## config.mk

```make
export PLATFORM = sky130hd
export DESIGN_NAME = ring_pixel_plotter_packed_dib
export DESIGN_NICKNAME = d
export VERILOG_FILES = /design/src/rtl/core/rppd_pkg.sv /design/src/rtl/core/rppd_ring.sv /design/src/rtl/core/rppd_addr.sv /design/src/rtl/core/ring_pixel_plotter_packed_dib.sv
export SDC_FILE = /design/constraint.sdc
export NUM_CORES = 2
export LEC_CHECK = 0
export ABC_AREA = 1
export BUFFER_PORTS_ARGS = -buffer_cell sky130_fd_sc_hd__clkbuf_2
export CORE_ASPECT_RATIO = 1.25
export CORE_MARGIN = 2
export CORE_UTILIZATION = 59
export DETAILED_ROUTE_END_ITERATION = 16
export GPL_ROUTABILITY_DRIVEN = 1
export PLACE_DENSITY = 0.86
export SLEW_MARGIN = 0
export SYNTH_ARGS = -nofsm -noshare
export SYNTH_HDL_FRONTEND = slang
export SYNTH_SLANG_ARGS = --single-unit
```

## constraint.sdc

```tcl
create_clock -name clk -period 7.45 [get_ports clk]
set_input_delay 0.3725 -clock clk [delete_from_list [all_inputs] [get_ports clk]]
set_output_delay 0.3725 -clock clk [all_outputs]
set_load 0.01 [all_outputs]
```

## src/rtl/core/rppd_pkg.sv

```systemverilog
`timescale 1ns / 1ps
`default_nettype none

package rppd_pkg;

	localparam int unsigned ROW_W = 12;
	localparam int unsigned COL_W = 12;
	localparam int unsigned CFG_W = 13;
	localparam int unsigned SQ_W  = 25;
	localparam int unsigned OFF_W = 26;
	localparam int unsigned PITCH_W = 15;
	localparam int unsigned CBYTE_W = 14;

	// register indexes on the configuration channel
	localparam logic [1:0] REG_IMAGE_WIDTH    = 2'd0;
	localparam logic [1:0] REG_IMAGE_HEIGHT   = 2'd1;
	localparam logic [1:0] REG_BITS_PER_PIXEL = 2'd2;

	// read-modify-write patterns
	localparam logic [7:0] KEEP_ALL     = 8'hFF;
	localparam logic [7:0] KEEP_NONE    = 8'h00;
	localparam logic [7:0] KEEP_LO_NIB  = 8'h0F;
	localparam logic [7:0] KEEP_HI_NIB  = 8'hF0;
	localparam logic [7:0] SET_HI_NIB   = 8'h70;
	localparam logic [7:0] SET_LO_NIB   = 8'h07;
	localparam logic [7:0] SET_BYTE     = 8'h07;
	localparam logic [7:0] SET_NONE     = 8'h00;
	localparam logic [7:0] SET_MSB      = 8'h80;

	typedef enum logic [1:0] {
		DEPTH_1,
		DEPTH_4,
		DEPTH_8,
		DEPTH_24
	} depth_t;

	// load enables of the pipeline registers held in the submodules
	typedef struct packed {
		logic s1;
		logic s2;
		logic s3;
	} pipe_en_t;

	typedef struct packed {
		logic [11:0]        cx;
		logic [11:0]        cy;
		logic signed [12:0] rm1;
		logic signed [12:0] rp1;
		logic [12:0]        w;
		logic [12:0]        h;
	} ring_cfg_t;

	typedef struct packed {
		depth_t               depth;
		logic [PITCH_W-1:0]   pitch;
	} addr_cfg_t;

endpackage

`default_nettype wire

```

## src/rtl/core/rppd_ring.sv

```systemverilog
`timescale 1ns / 1ps
`default_nettype none

module rppd_ring (
	input  wire logic                          clk,
	input  wire rppd_pkg::pipe_en_t            en,
	input  wire rppd_pkg::ring_cfg_t           cfg,
	input  wire logic [rppd_pkg::ROW_W-1:0]    row,
	input  wire logic [rppd_pkg::COL_W-1:0]    col,
	output logic [rppd_pkg::OFF_W-1:0]         dist_s3,
	output logic [rppd_pkg::SQ_W-1:0]          lo_s3,
	output logic [rppd_pkg::SQ_W-1:0]          hi_s3,
	output logic                               outside_s3
);

	logic signed [12:0] dx_s1, dy_s1, rm1_s1, rp1_s1;
	logic               outside_s1, outside_s2;
	logic signed [25:0] dx_sq, dy_sq, lo_sq, hi_sq;
	logic [rppd_pkg::SQ_W-1:0] dx2_s2, dy2_s2, lo_s2, hi_s2;

	// stage 1: offsets from the center
	always_ff @(posedge clk) begin
		if (en.s1) begin
			dx_s1      <= $signed({1'b0, cfg.cx}) - $signed({1'b0, col});
			dy_s1      <= $signed({1'b0, cfg.cy}) - $signed({1'b0, row});
			rm1_s1     <= cfg.rm1;
			rp1_s1     <= cfg.rp1;
			outside_s1 <= ({1'b0, row} >= cfg.h) || ({1'b0, col} >= cfg.w);
		end
	end

	// stage 2: four squares side by side, all non-negative
	assign dx_sq = dx_s1 * dx_s1;
	assign dy_sq = dy_s1 * dy_s1;
	assign lo_sq = rm1_s1 * rm1_s1;
	assign hi_sq = rp1_s1 * rp1_s1;

	always_ff @(posedge clk) begin
		if (en.s2) begin
			dx2_s2     <= dx_sq[rppd_pkg::SQ_W-1:0];
			dy2_s2     <= dy_sq[rppd_pkg::SQ_W-1:0];
			lo_s2      <= lo_sq[rppd_pkg::SQ_W-1:0];
			hi_s2      <= hi_sq[rppd_pkg::SQ_W-1:0];
			outside_s2 <= outside_s1;
		end
	end

	// stage 3: squared distance
	always_ff @(posedge clk) begin
		if (en.s3) begin
			dist_s3    <= {1'b0, dx2_s2} + {1'b0, dy2_s2};
			lo_s3      <= lo_s2;
			hi_s3      <= hi_s2;
			outside_s3 <= outside_s2;
		end
	end

endmodule

`default_nettype wire

```

## src/rtl/core/rppd_addr.sv

```systemverilog
`timescale 1ns / 1ps
`default_nettype none

module rppd_addr (
	input  wire logic                          clk,
	input  wire rppd_pkg::pipe_en_t            en,
	input  wire rppd_pkg::addr_cfg_t           cfg,
	input  wire logic [rppd_pkg::ROW_W-1:0]    row,
	input  wire logic [rppd_pkg::COL_W-1:0]    col,
	output logic [rppd_pkg::OFF_W-1:0]         offset_s3,
	output logic [1:0]                         count_s3,
	output logic [7:0]                         keep_s3,
	output logic [7:0]                         set_s3
);

	logic [rppd_pkg::CBYTE_W-1:0] cbyte, cbyte_s1, cbyte_s2;
	logic [7:0]                   keep, set;
	logic [1:0]                   count;
	logic [rppd_pkg::ROW_W-1:0]   row_s1;
	logic [rppd_pkg::PITCH_W-1:0] pitch_s1;
	logic [7:0]                   keep_s1, set_s1, keep_s2, set_s2;
	logic [1:0]                   count_s1, count_s2;
	logic [26:0]                  base_full;
	logic [rppd_pkg::OFF_W-1:0]   base_s2;

	// byte within the line and the byte pattern for this depth
	always_comb begin
		cbyte = '0;
		keep  = rppd_pkg::KEEP_NONE;
		set   = rppd_pkg::SET_NONE;
		count = 2'd1;
		case (cfg.depth)
			rppd_pkg::DEPTH_1: begin
				cbyte = {5'd0, col[11:3]};
				keep  = rppd_pkg::KEEP_ALL;
				set   = rppd_pkg::SET_MSB >> col[2:0];
			end
			rppd_pkg::DEPTH_4: begin
				cbyte = {3'd0, col[11:1]};
				if (col[0]) begin
					keep = rppd_pkg::KEEP_HI_NIB;
					set  = rppd_pkg::SET_LO_NIB;
				end else begin
					keep = rppd_pkg::KEEP_LO_NIB;
					set  = rppd_pkg::SET_HI_NIB;
				end
			end
			rppd_pkg::DEPTH_8: begin
				cbyte = {2'd0, col};
				set   = rppd_pkg::SET_BYTE;
			end
			default: begin
				cbyte = {1'b0, col, 1'b0} + {2'd0, col};
				count = 2'd3;
			end
		endcase
	end

	always_ff @(posedge clk) begin
		if (en.s1) begin
			row_s1   <= row;
			pitch_s1 <= cfg.pitch;
			cbyte_s1 <= cbyte;
			keep_s1  <= keep;
			set_s1   <= set;
			count_s1 <= count;
		end
	end

	// stage 2: line base
	assign base_full = row_s1 * pitch_s1;

	always_ff @(posedge clk) begin
		if (en.s2) begin
			base_s2  <= base_full[rppd_pkg::OFF_W-1:0];
			cbyte_s2 <= cbyte_s1;
			keep_s2  <= keep_s1;
			set_s2   <= set_s1;
			count_s2 <= count_s1;
		end
	end

	// stage 3: byte offset, wraps at 26 bits
	always_ff @(posedge clk) begin
		if (en.s3) begin
			offset_s3 <= base_s2 + {12'd0, cbyte_s2};
			keep_s3   <= keep_s2;
			set_s3    <= set_s2;
			count_s3  <= count_s2;
		end
	end

endmodule

`default_nettype wire

```

## src/rtl/core/ring_pixel_plotter_packed_dib.sv

```systemverilog
// ring pixel plotter for a bottom-up packed bitmap
// s_axis carries one pixel item: tdata[11:0] row, tdata[23:12] column
// m_axis returns one result item for every pixel item, in order:
//   tuser[0] on_ring, tdata holds offset, byte count, keep mask, set bits
//   every payload field is zero on a miss
// cfg channel writes image width (index 0), height (1), bits per pixel (2);
//   cfg_ready is always high, an index beyond the list is ignored
//   write only while no pixel item is in flight
// ring center is (width/2, height/2), radius min(center) - 2, line pitch
//   rounded up to 32 bits
// pipeline: four register stages (offsets, squares and line base, distance
//   sum and byte offset, compare and output register); a result leaves the
//   output register once m_axis_tready is high
// throughput: one item per cycle while the receiver keeps m_axis_tready high
// a stalled receiver holds the output register; bubbles ahead of it still
//   collapse, so s_axis_tready only falls once all four stages are full
// reset: width 200, height 100, 4 bpp, pipeline empty
`timescale 1ns / 1ps
`default_nettype none

module ring_pixel_plotter_packed_dib #(
	parameter int unsigned MAX_SIDE = 4096
) (
	input  wire logic        clk,
	input  wire logic        arst_n,
	input  wire logic        s_axis_tvalid,
	output logic             s_axis_tready,
	input  wire logic [23:0] s_axis_tdata,   // pixel_row[11:0], pixel_column[23:12]
	output logic             m_axis_tvalid,
	input  wire logic        m_axis_tready,
	// byte_offset[25:0], byte_count[27:26], keep_mask[35:28], set_bits[43:36], zero pad
	output logic [47:0]      m_axis_tdata,
	output logic [0:0]       m_axis_tuser,   // on_ring[0]
	input  wire logic        cfg_valid,
	output logic             cfg_ready,
	input  wire logic [1:0]  cfg_index,
	input  wire logic [12:0] cfg_data
);

	// saturation value for a side that fits the 13-bit registers
	localparam logic [12:0] SIDE_CLIP = (MAX_SIDE > 8191) ? 13'h1FFF : 13'(MAX_SIDE);

	logic [12:0] width_q, height_q;
	logic [4:0]  bpp_q;

	logic [12:0] w_eff, h_eff;
	logic [11:0] cmin;
	logic [17:0] line_bits;
	logic [17:0] line_round;
	rppd_pkg::depth_t    depth;
	rppd_pkg::ring_cfg_t ring_cfg;
	rppd_pkg::addr_cfg_t addr_cfg;
	rppd_pkg::pipe_en_t  en;
	logic                en4;

	logic valid_s1, valid_s2, valid_s3, valid_s4;

	logic [rppd_pkg::OFF_W-1:0] dist_s3, offset_s3;
	logic [rppd_pkg::SQ_W-1:0]  lo_s3, hi_s3;
	logic                       outside_s3;
	logic [1:0]                 count_s3;
	logic [7:0]                 keep_s3, set_s3;
	logic                       hit;

	logic                       on_ring_s4;
	logic [rppd_pkg::OFF_W-1:0] offset_s4;
	logic [1:0]                 count_s4;
	logic [7:0]                 keep_s4, set_s4;

	// configuration registers
	assign cfg_ready = 1'b1;

	always_ff @(posedge clk or negedge arst_n) begin
		if (!arst_n) begin
			width_q  <= 13'd200;
			height_q <= 13'd100;
			bpp_q    <= 5'd4;
		end else if (cfg_valid) begin
			case (cfg_index)
				rppd_pkg::REG_IMAGE_WIDTH:    width_q  <= cfg_data;
				rppd_pkg::REG_IMAGE_HEIGHT:   height_q <= cfg_data;
				rppd_pkg::REG_BITS_PER_PIXEL: bpp_q    <= cfg_data[4:0];
				default: ;
			endcase
		end
	end

	// values derived from configuration; static while items flow only if the user writes cfg while idle, not enforced here
	assign w_eff = ({19'd0, width_q} > 32'(MAX_SIDE)) ? SIDE_CLIP : width_q;
	assign h_eff = ({19'd0, height_q} > 32'(MAX_SIDE)) ? SIDE_CLIP : height_q;
	assign cmin  = (w_eff[12:1] < h_eff[12:1]) ? w_eff[12:1] : h_eff[12:1];

	always_comb begin
		case (bpp_q)
			5'd1:    depth = rppd_pkg::DEPTH_1;
			5'd4:    depth = rppd_pkg::DEPTH_4;
			5'd8:    depth = rppd_pkg::DEPTH_8;
			default: depth = rppd_pkg::DEPTH_24;
		endcase
	end

	// bits per line; depths are fixed, so shifts and one add
	always_comb begin
		case (depth)
			rppd_pkg::DEPTH_1: line_bits = {5'd0, w_eff};
			rppd_pkg::DEPTH_4: line_bits = {3'd0, w_eff, 2'd0};
			rppd_pkg::DEPTH_8: line_bits = {2'd0, w_eff, 3'd0};
			default:           line_bits = {1'b0, w_eff, 4'd0} + {2'd0, w_eff, 3'd0};
		endcase
	end

	assign line_round = line_bits + 18'd31;

	assign ring_cfg.cx  = w_eff[12:1];
	assign ring_cfg.cy  = h_eff[12:1];
	// radius minus one and plus one
	assign ring_cfg.rm1 = $signed({1'b0, cmin} - 13'd3);
	assign ring_cfg.rp1 = $signed({1'b0, cmin} - 13'd1);
	assign ring_cfg.w   = w_eff;
	assign ring_cfg.h   = h_eff;

	assign addr_cfg.depth = depth;
	assign addr_cfg.pitch = {line_round[17:5], 2'b00};

	// stage enables: a stage loads when empty or when the next one moves
	assign en4           = !valid_s4 || m_axis_tready;
	assign en.s3         = !valid_s3 || en4;
	assign en.s2         = !valid_s2 || en.s3;
	assign en.s1         = !valid_s1 || en.s2;
	assign s_axis_tready = en.s1;

	always_ff @(posedge clk or negedge arst_n) begin
		if (!arst_n) begin
			valid_s1 <= 1'b0;
			valid_s2 <= 1'b0;
			valid_s3 <= 1'b0;
			valid_s4 <= 1'b0;
		end else begin
			if (en.s1) valid_s1 <= s_axis_tvalid;
			if (en.s2) valid_s2 <= valid_s1;
			if (en.s3) valid_s3 <= valid_s2;
			if (en4)   valid_s4 <= valid_s3;
		end
	end

	rppd_ring u_ring (
		.clk        (clk),
		.en         (en),
		.cfg        (ring_cfg),
		.row        (s_axis_tdata[11:0]),
		.col        (s_axis_tdata[23:12]),
		.dist_s3    (dist_s3),
		.lo_s3      (lo_s3),
		.hi_s3      (hi_s3),
		.outside_s3 (outside_s3)
	);

	rppd_addr u_addr (
		.clk       (clk),
		.en        (en),
		.cfg       (addr_cfg),
		.row       (s_axis_tdata[11:0]),
		.col       (s_axis_tdata[23:12]),
		.offset_s3 (offset_s3),
		.count_s3  (count_s3),
		.keep_s3   (keep_s3),
		.set_s3    (set_s3)
	);

	// stage 4: strict ring test, misses give an all-zero item
	assign hit = !outside_s3 && (dist_s3 > {1'b0, lo_s3}) && (dist_s3 < {1'b0, hi_s3});

	always_ff @(posedge clk) begin
		if (en4) begin
			on_ring_s4 <= hit;
			offset_s4  <= hit ? offset_s3 : '0;
			count_s4   <= hit ? count_s3 : 2'd0;
			keep_s4    <= hit ? keep_s3 : 8'd0;
			set_s4     <= hit ? set_s3 : 8'd0;
		end
	end

	assign m_axis_tvalid   = valid_s4;
	assign m_axis_tuser[0] = on_ring_s4;
	assign m_axis_tdata    = {4'd0, set_s4, keep_s4, count_s4, offset_s4};

`ifndef SYNTHESIS
	// input only backs up once every stage holds an item
	a_full_before_stall: assert property (@(posedge clk) disable iff (!arst_n)
		!s_axis_tready |-> (valid_s1 && valid_s2 && valid_s3 && valid_s4))
		else $error("input stalled with a bubble in the pipeline");

	// a miss carries no write
	a_miss_zero: assert property (@(posedge clk) disable iff (!arst_n)
		(m_axis_tvalid && !m_axis_tuser[0]) |-> (m_axis_tdata == 48'd0))
		else $error("miss item with nonzero payload");

	// a hit always modifies at least one byte
	a_hit_count: assert property (@(posedge clk) disable iff (!arst_n)
		(m_axis_tvalid && m_axis_tuser[0]) |-> (m_axis_tdata[27:26] != 2'd0))
		else $error("hit item with zero byte count");

	// three-byte writes are black pixels
	a_rgb_black: assert property (@(posedge clk) disable iff (!arst_n)
		(m_axis_tvalid && m_axis_tuser[0] && m_axis_tdata[27:26] == 2'd3)
			|-> (m_axis_tdata[43:28] == 16'd0))
		else $error("24 bpp item with nonzero mask or bits");
`endif

endmodule

`default_nettype wire
```

After elaboration in Yosys (flattened, before gate mapping)
Index checks and enable logic that the tools add are counted.
- register bits: 470
- bits in latches: 0
- RAM bits: 0
- bits in read-only memories: 0
- input bits: 44
- output and inout port bits: 52
- logic and storage cells: 99
- memories kept: 0
- $add $sub $neg: 9
- $mul: 5
- divide/modulo/power cells: 0
- magnitude comparators: 7
- equal/unequal tests: 7
- shift operators: 1
- muxes and demuxes: 11
- bitwise operators: 0
- reductions and logical operators: 18
- operators with widths (operator ; count):
    multiplier 13 x 13 -> 25 bit ; 4
    case mux 18 bit (3 select lines) ; 1
    case mux 14 bit (3 select lines) ; 1
    adder 25 x 25 -> 26 bit ; 1
    adder 26 x 14 -> 26 bit ; 1
    greater-or-equal comparator 12 x 13 -> 1 bit ; 2
    greater-than comparator 13 bit, second input constant ; 2
    greater-than comparator 26 x 25 -> 1 bit ; 1
    less-than comparator 26 x 25 -> 1 bit ; 1
    two-way mux 13 bit ; 2
    subtractor 12 x 12 -> 13 bit ; 2
    multiplier 12 x 13 -> 24 bit ; 1
    case mux 8 bit (3 select lines) ; 1
    adder 17 x 16 -> 18 bit ; 1
    adder 18 x 5 -> 18 bit, second input constant ; 1
    case mux 8 bit (2 select lines) ; 1
    adder 13 x 12 -> 14 bit ; 1
    subtractor 12 x 1 -> 13 bit, second input constant ; 1
    subtractor 12 x 2 -> 13 bit, second input constant ; 1
    less-than comparator 12 bit ; 1
    two-way mux 12 bit ; 1
    two-way mux 8 bit ; 1
    >> shifter 8 x 3 -> 8 bit, first input constant ; 1
    two-way mux 7 bit ; 1
    other kinds (13) ; 27

Logic depth before layout (Yosys ltp)
- word-level depth: 5
- mapped depth: 27
- gate-level depth less buffers: 26

Hierarchy
From an unflattened synthesis, not the netlist that was laid out.
- cell total of the unflattened synthesis: 6422
- area total of the unflattened synthesis: 53910.5 µm²
- modules (own cells, without submodules) (module ; times used ; cells each ; area an instance (µm²)):
    rppd_ring ; 1 ; 3897 ; 33998.9
    rppd_addr ; 1 ; 1533 ; 12908.6
    ring_pixel_plotter_packed_dib ; 1 ; 992 ; 7003.0

Worst setup path after synthesis
No wires, ideal clock.
- kind: register to register
- start: reg valid_s4 (netlist: m_axis_tvalid)
- end: reg u_addr.base_s2[10] in the netlist's numbering (enable)
- library setup time: 498 ps
- arrival: 6691 ps
- path slack: 261 ps
- cell stages (with the launch flop): 8
- buffers on the path: 0
- period minus slack after synthesis: 7189 ps
- cells stage by stage: dfrtp_1 -> inv_1 -> nor2_1 -> inv_1 -> nor2_1 -> inv_1 -> nor2_1 -> inv_1
- RTL lines (what ; line ; text):
    start, declared ; ring_pixel_plotter_packed_dib.sv:56 ; logic valid_s1, valid_s2, valid_s3, valid_s4;
    start signal, assigned ; ring_pixel_plotter_packed_dib.sv:142 ; if (en4) valid_s4 <= valid_s3;
    end signal, assigned ; rppd_addr.sv:75 ; base_s2 <= base_full[rppd_pkg::OFF_W-1:0];
    end, declared ; rppd_addr.sv:24 ; logic [rppd_pkg::OFF_W-1:0] base_s2;

Final worst setup path
- start: reg u_ring.rm1_s1[12]
- end: reg u_ring.lo_s2[24] in the netlist's numbering (data pin)
- cells in the longest elaborated chain, start to end: 1
- ends and longest elaborated chain (what ; line ; text):
    start, declared ; rppd_ring.sv:16 ; logic signed [12:0] dx_s1, dy_s1, rm1_s1, rp1_s1;
    start signal, assigned ; rppd_ring.sv:26 ; rm1_s1 <= cfg.rm1;
    multiplier 13 x 13 -> 25 bit ; rppd_ring.sv:35 ; assign lo_sq = rm1_s1 * rm1_s1;
    net u_ring.lo_sq[24] ; rppd_ring.sv:18 ; logic signed [25:0] dx_sq, dy_sq, lo_sq, hi_sq;
    end signal, assigned ; rppd_ring.sv:42 ; lo_s2 <= lo_sq[rppd_pkg::SQ_W-1:0];
    end, declared ; rppd_ring.sv:19 ; logic [rppd_pkg::SQ_W-1:0] dx2_s2, dy2_s2, lo_s2, hi_s2;
The timed path passes the listed nets, and every way through them passes these cells.
A chain may end at the register's enable or synchronous reset.

==> metrics.md <==
| Metric | Value |
|---|---|
| Status | `finished clean` |
| Post-DRT Antenna Nets | `0` |
| Tot GR Track Use | `a little over a quarter` |
| Syn. warnings | `0` |
| RSZ-0062 raised after global routing | `false` |
| Reg2Reg Setup Slack | `~1000 ps` |
| Worst-Skew Late Latency | `just over 600 ps` |
| Post-synthesis cell count | `slightly above 5000` |
| Routability cong. | `between 0.9 and 1` |
| CP endpoint kind | `flop` |
| Placement Cell Area | `~50000 µm²` |
| Cts bufs inserted | `44` |
| Port buffer count | `90` |
| Worst EP arrival | `6770 ps` |
| Layout Nets | `around 6300` |
| Core ar. | `81100 µm²` |
| Top FF cell, synth | `edfxtp_1` |
| Minimum clock period | `6444 ps` |
| Initial antenna violation count | `7` |
| Design area | `about 51000 µm²` |
| Detailed-route DRC error count | `0` |
| Root Buffer | `clkbuf_16` |
| Setup violators final | `0` |
| Setup TNS | `0 ps` |
| Nature of the critical path startpoint | `flop` |
| Final cycle utilization of the critical path | `86.50%` |
| Global-route wire length before repair | `178.0 mm` |
| CP cell instances | `nand2_1 > fa_1 > inv_1 > fa_1 > inv_1 > fa_1 > inv_1 > fa_1 > inv_1 > fa_1 > inv_1 > ha_1 > ha_1 > nand2_1 > nor4_1 > nand4_1 > nand3_1 > a31oi_1 > xor2_1` |
| Yosys reg bits | `between 400 and 500` |
| Max Slew Vio Count | `0` |
| Remaining global-route overflow | `0` |
| DR pass1 iterations | `7` |
| Sink Count | `432` |
| Initial Util | `between 50% and 60%` |
| Hold crit path type | `input port to flop` |
| Mapped Area | `48090 µm²` |
| Die Width | `~260 µm` |
| Syn_area_per_cell | `9.480 µm²` |
| Crit-path slowest cell | `edfxtp_1` |
| Cell Count Post-Placement | `between 6000 and 7000` |
| Max Cap Violations | `0` |
| Site row count | `117` |
| Share of cells above drive strength 1 | `4.649%` |
| Number of H-tree levels | `2` |
| Distinct cells, synth | `56` |
| Largest net degree at the start of global routing | `between 90 and 100` |
| Die area | `83820 µm²` |
| Vias | `34250` |
| Least-Margin Pin Slew | `1030 ps` |
| Max frequency | `about 160 MHz` |
| Clk_skew | `~34 ps` |
| Delay of the slowest critical-path stage | `780 ps` |
| Wire per inst | `about 18 µm` |
| PostCTS Resize Cnt | `0` |
| P&R area growth vs syn | `5.956%` |
| IO Pins | `96` |
| Via/cell ratio | `5.508` |
| WS Path Type | `flop to flop` |
| Initial DRC count | `~2400` |
| CP required | `about 7800 ps` |
| Post-synth EDFFs | `397` |
| Clock-pin slew on the worst setup and hold paths | `70 ps` |
| Post-Layout Cell Count | `6218` |
| Fraction of registers with async set/reset | `approximately 8%` |
| Hold Fails Final Rpt | `0` |
| Worst Path Max Fanout | `18` |
| Max Buffers Root-to-Sink | `3` |
| Post-DP HPWL | `88.24 mm` |
| Slew headroom | `about a third` |
| Final wirelength | `roughly 110 mm` |
| Sequential area share after synthesis | `26.63%` |
| Vias in the first global route | `between 30000 and 40000` |
| Die Height | `323.2 µm` |
| CTS tree | `done` |
==> per-layer routing <==
layer	track usage (%)	share of wire, %	vias to the layer above
met1	29.78	35	16740
met5	0	0.013	-
li1	-	-	15660
met4	19.43	8.4	2
met3	3.322	5.8	460
met2	47.73	51	1386
==> cell usage in the layout (no fill, tap or decap), types with 45 or more instances in the layout <==
cell type  count
inv_1       1302
nand2_1      901
fa_1         667
ha_1         503
edfxtp_1     397
a21oi_1      223
nor2_1       206
xor2_1       161
o21ai_0      124
nand3_1      106
clkbuf_2      90
xnor2_1       79
clkbuf_16     45
==> synthesized netlist by cell type (4+ instances only) <==
cell type  number  area (µm²)
o21ai_1         7       35.03
o22ai_1        13       81.33
a211oi_1        9       67.56
edfxtp_1      397       11920
nor3_1         26       130.1
inv_1        1305        4898
nand2_2        16       100.1
nor2_1        206       773.2
o21ai_0       124       620.6
clkbuf_1       90       337.8
a31o_2          4       35.03
or2_2          14       87.58
buf_4          11       82.58
nand3_2         5       50.05
o21a_1          8       60.06
o211ai_1        8       60.06
a21boi_0        5       37.54
nor2_2          8       50.05
buf_1           8       30.03
nand3_1       106       530.5
xor2_1        161        1410
fa_1          667       13350
a21oi_1       223        1116
a21o_1         10       75.07
o21bai_1       14       105.1
nand2_1       902        3386
dfrtp_1        28       700.7
xnor2_1        79       691.9
a31oi_1        14       87.58
dfstp_2         7       183.9
ha_1          503        6294
nand2_4         4       45.04
nand4_1        25       156.4
o31ai_1         9       67.56
and2_1          4       25.02
nor4_1         11       68.82
inv_2           5       18.77
o221ai_1       11       96.34
==> sequential cells by signal, indices dropped and copies added (netlist names), 14 cells and up <==
name / count
u_ring.hi_s3: 24
u_ring.lo_s3: 23
u_ring.dist_s3: 26
u_addr.base_s2: 24
u_ring.dx2_s2: 24
u_ring.lo_s2: 23
offset_s4: 26
u_ring.hi_s2: 24
u_addr.offset_s3: 26
u_addr.cbyte_s2: 14
u_ring.dy2_s2: 24
u_addr.cbyte_s1: 14
==> cells by family (layout without fill, tap and decap cells) <==
logic type      after synthesis  after routing  synth area share [%]
flops                       432            432                 26.63
xor+xnor                    240            240                 4.371
simple gates               1335           1335                 11.39
compound gates              470            470                 5.500
buf+inv                    1424           1489                 11.24
fa+ha+maj                  1170           1170                 40.85
other cells                   2             11               0.01562
==> critical path: cells and delay by family (launching register included) <==
family / cells / cell delay [ps]
compound gates: 1 / 120
xor+xnor: 1 / 160
fa+ha+maj: 7 / 3530
buf+inv: 5 / 480
flops: 1 / 780
simple gates: 5 / 1100
==> path summary, 6_finish.rpt <==
| path | depth (start not counted) | start | end |
|---|---|---|---|
| worst max register to register | 19 | u_ring.rm1_s1[12]$_DFFE_PP_ | u_ring.lo_s2[24]$_DFFE_PP_ |
| worst min register to register | 0 | u_ring.lo_s2[8]$_DFFE_PP_ | u_ring.lo_s3[8]$_DFFE_PP_ |
| max in group asynchronous | 2 | arst_n | bpp_q[3]$_DFFE_PN0P_ |
| worst min-delay path | 3 | cfg_data[6] | width_q[6]$_DFFE_PN1P_ |
| min in group asynchronous | 2 | arst_n | bpp_q[4]$_DFFE_PN0P_ |
| worst max-delay path | 19 | u_ring.rm1_s1[12]$_DFFE_PP_ | u_ring.lo_s2[24]$_DFFE_PP_ |
==> final cells by class <==
type / count / area, µm²
inverters: 1310 / 4925
clock inverters: 28 / 279.0
flip-flops and latches: 432 / 12810
well taps: 1071 / 1340
fillers: 6180 / 30150
diodes: 6 / 15.01
multi-input cells: 3220 / 29900
repair buffers: 100 / 533.0
clock buffers: 51 / 1159
==> metrics by stage <==
step / setup WS [ps] / hold slack [ps] / utilization, %
after floorplan: 261.4 / 76.91 / -
final: 1006 / 29.66 / 62.83
after global placement: 1374 / 401.5 / 61.00
after detailed placement: 1083 / 404.5 / 61.00
after global routing: 611.7 / 50.24 / 62.83
after CTS: 1023 / 17.20 / 62.81
==> repair_timing <==
action | 4_1_cts | 5_1_grt
buffers inserted | 0 | 0
hold buffers | 3 | 0
hold endpoints to repair | 30 | 0
Power is left out: the tool's default activity adds up to more than one toggle a clock period on the data nets, which glitch-free logic cannot reach.
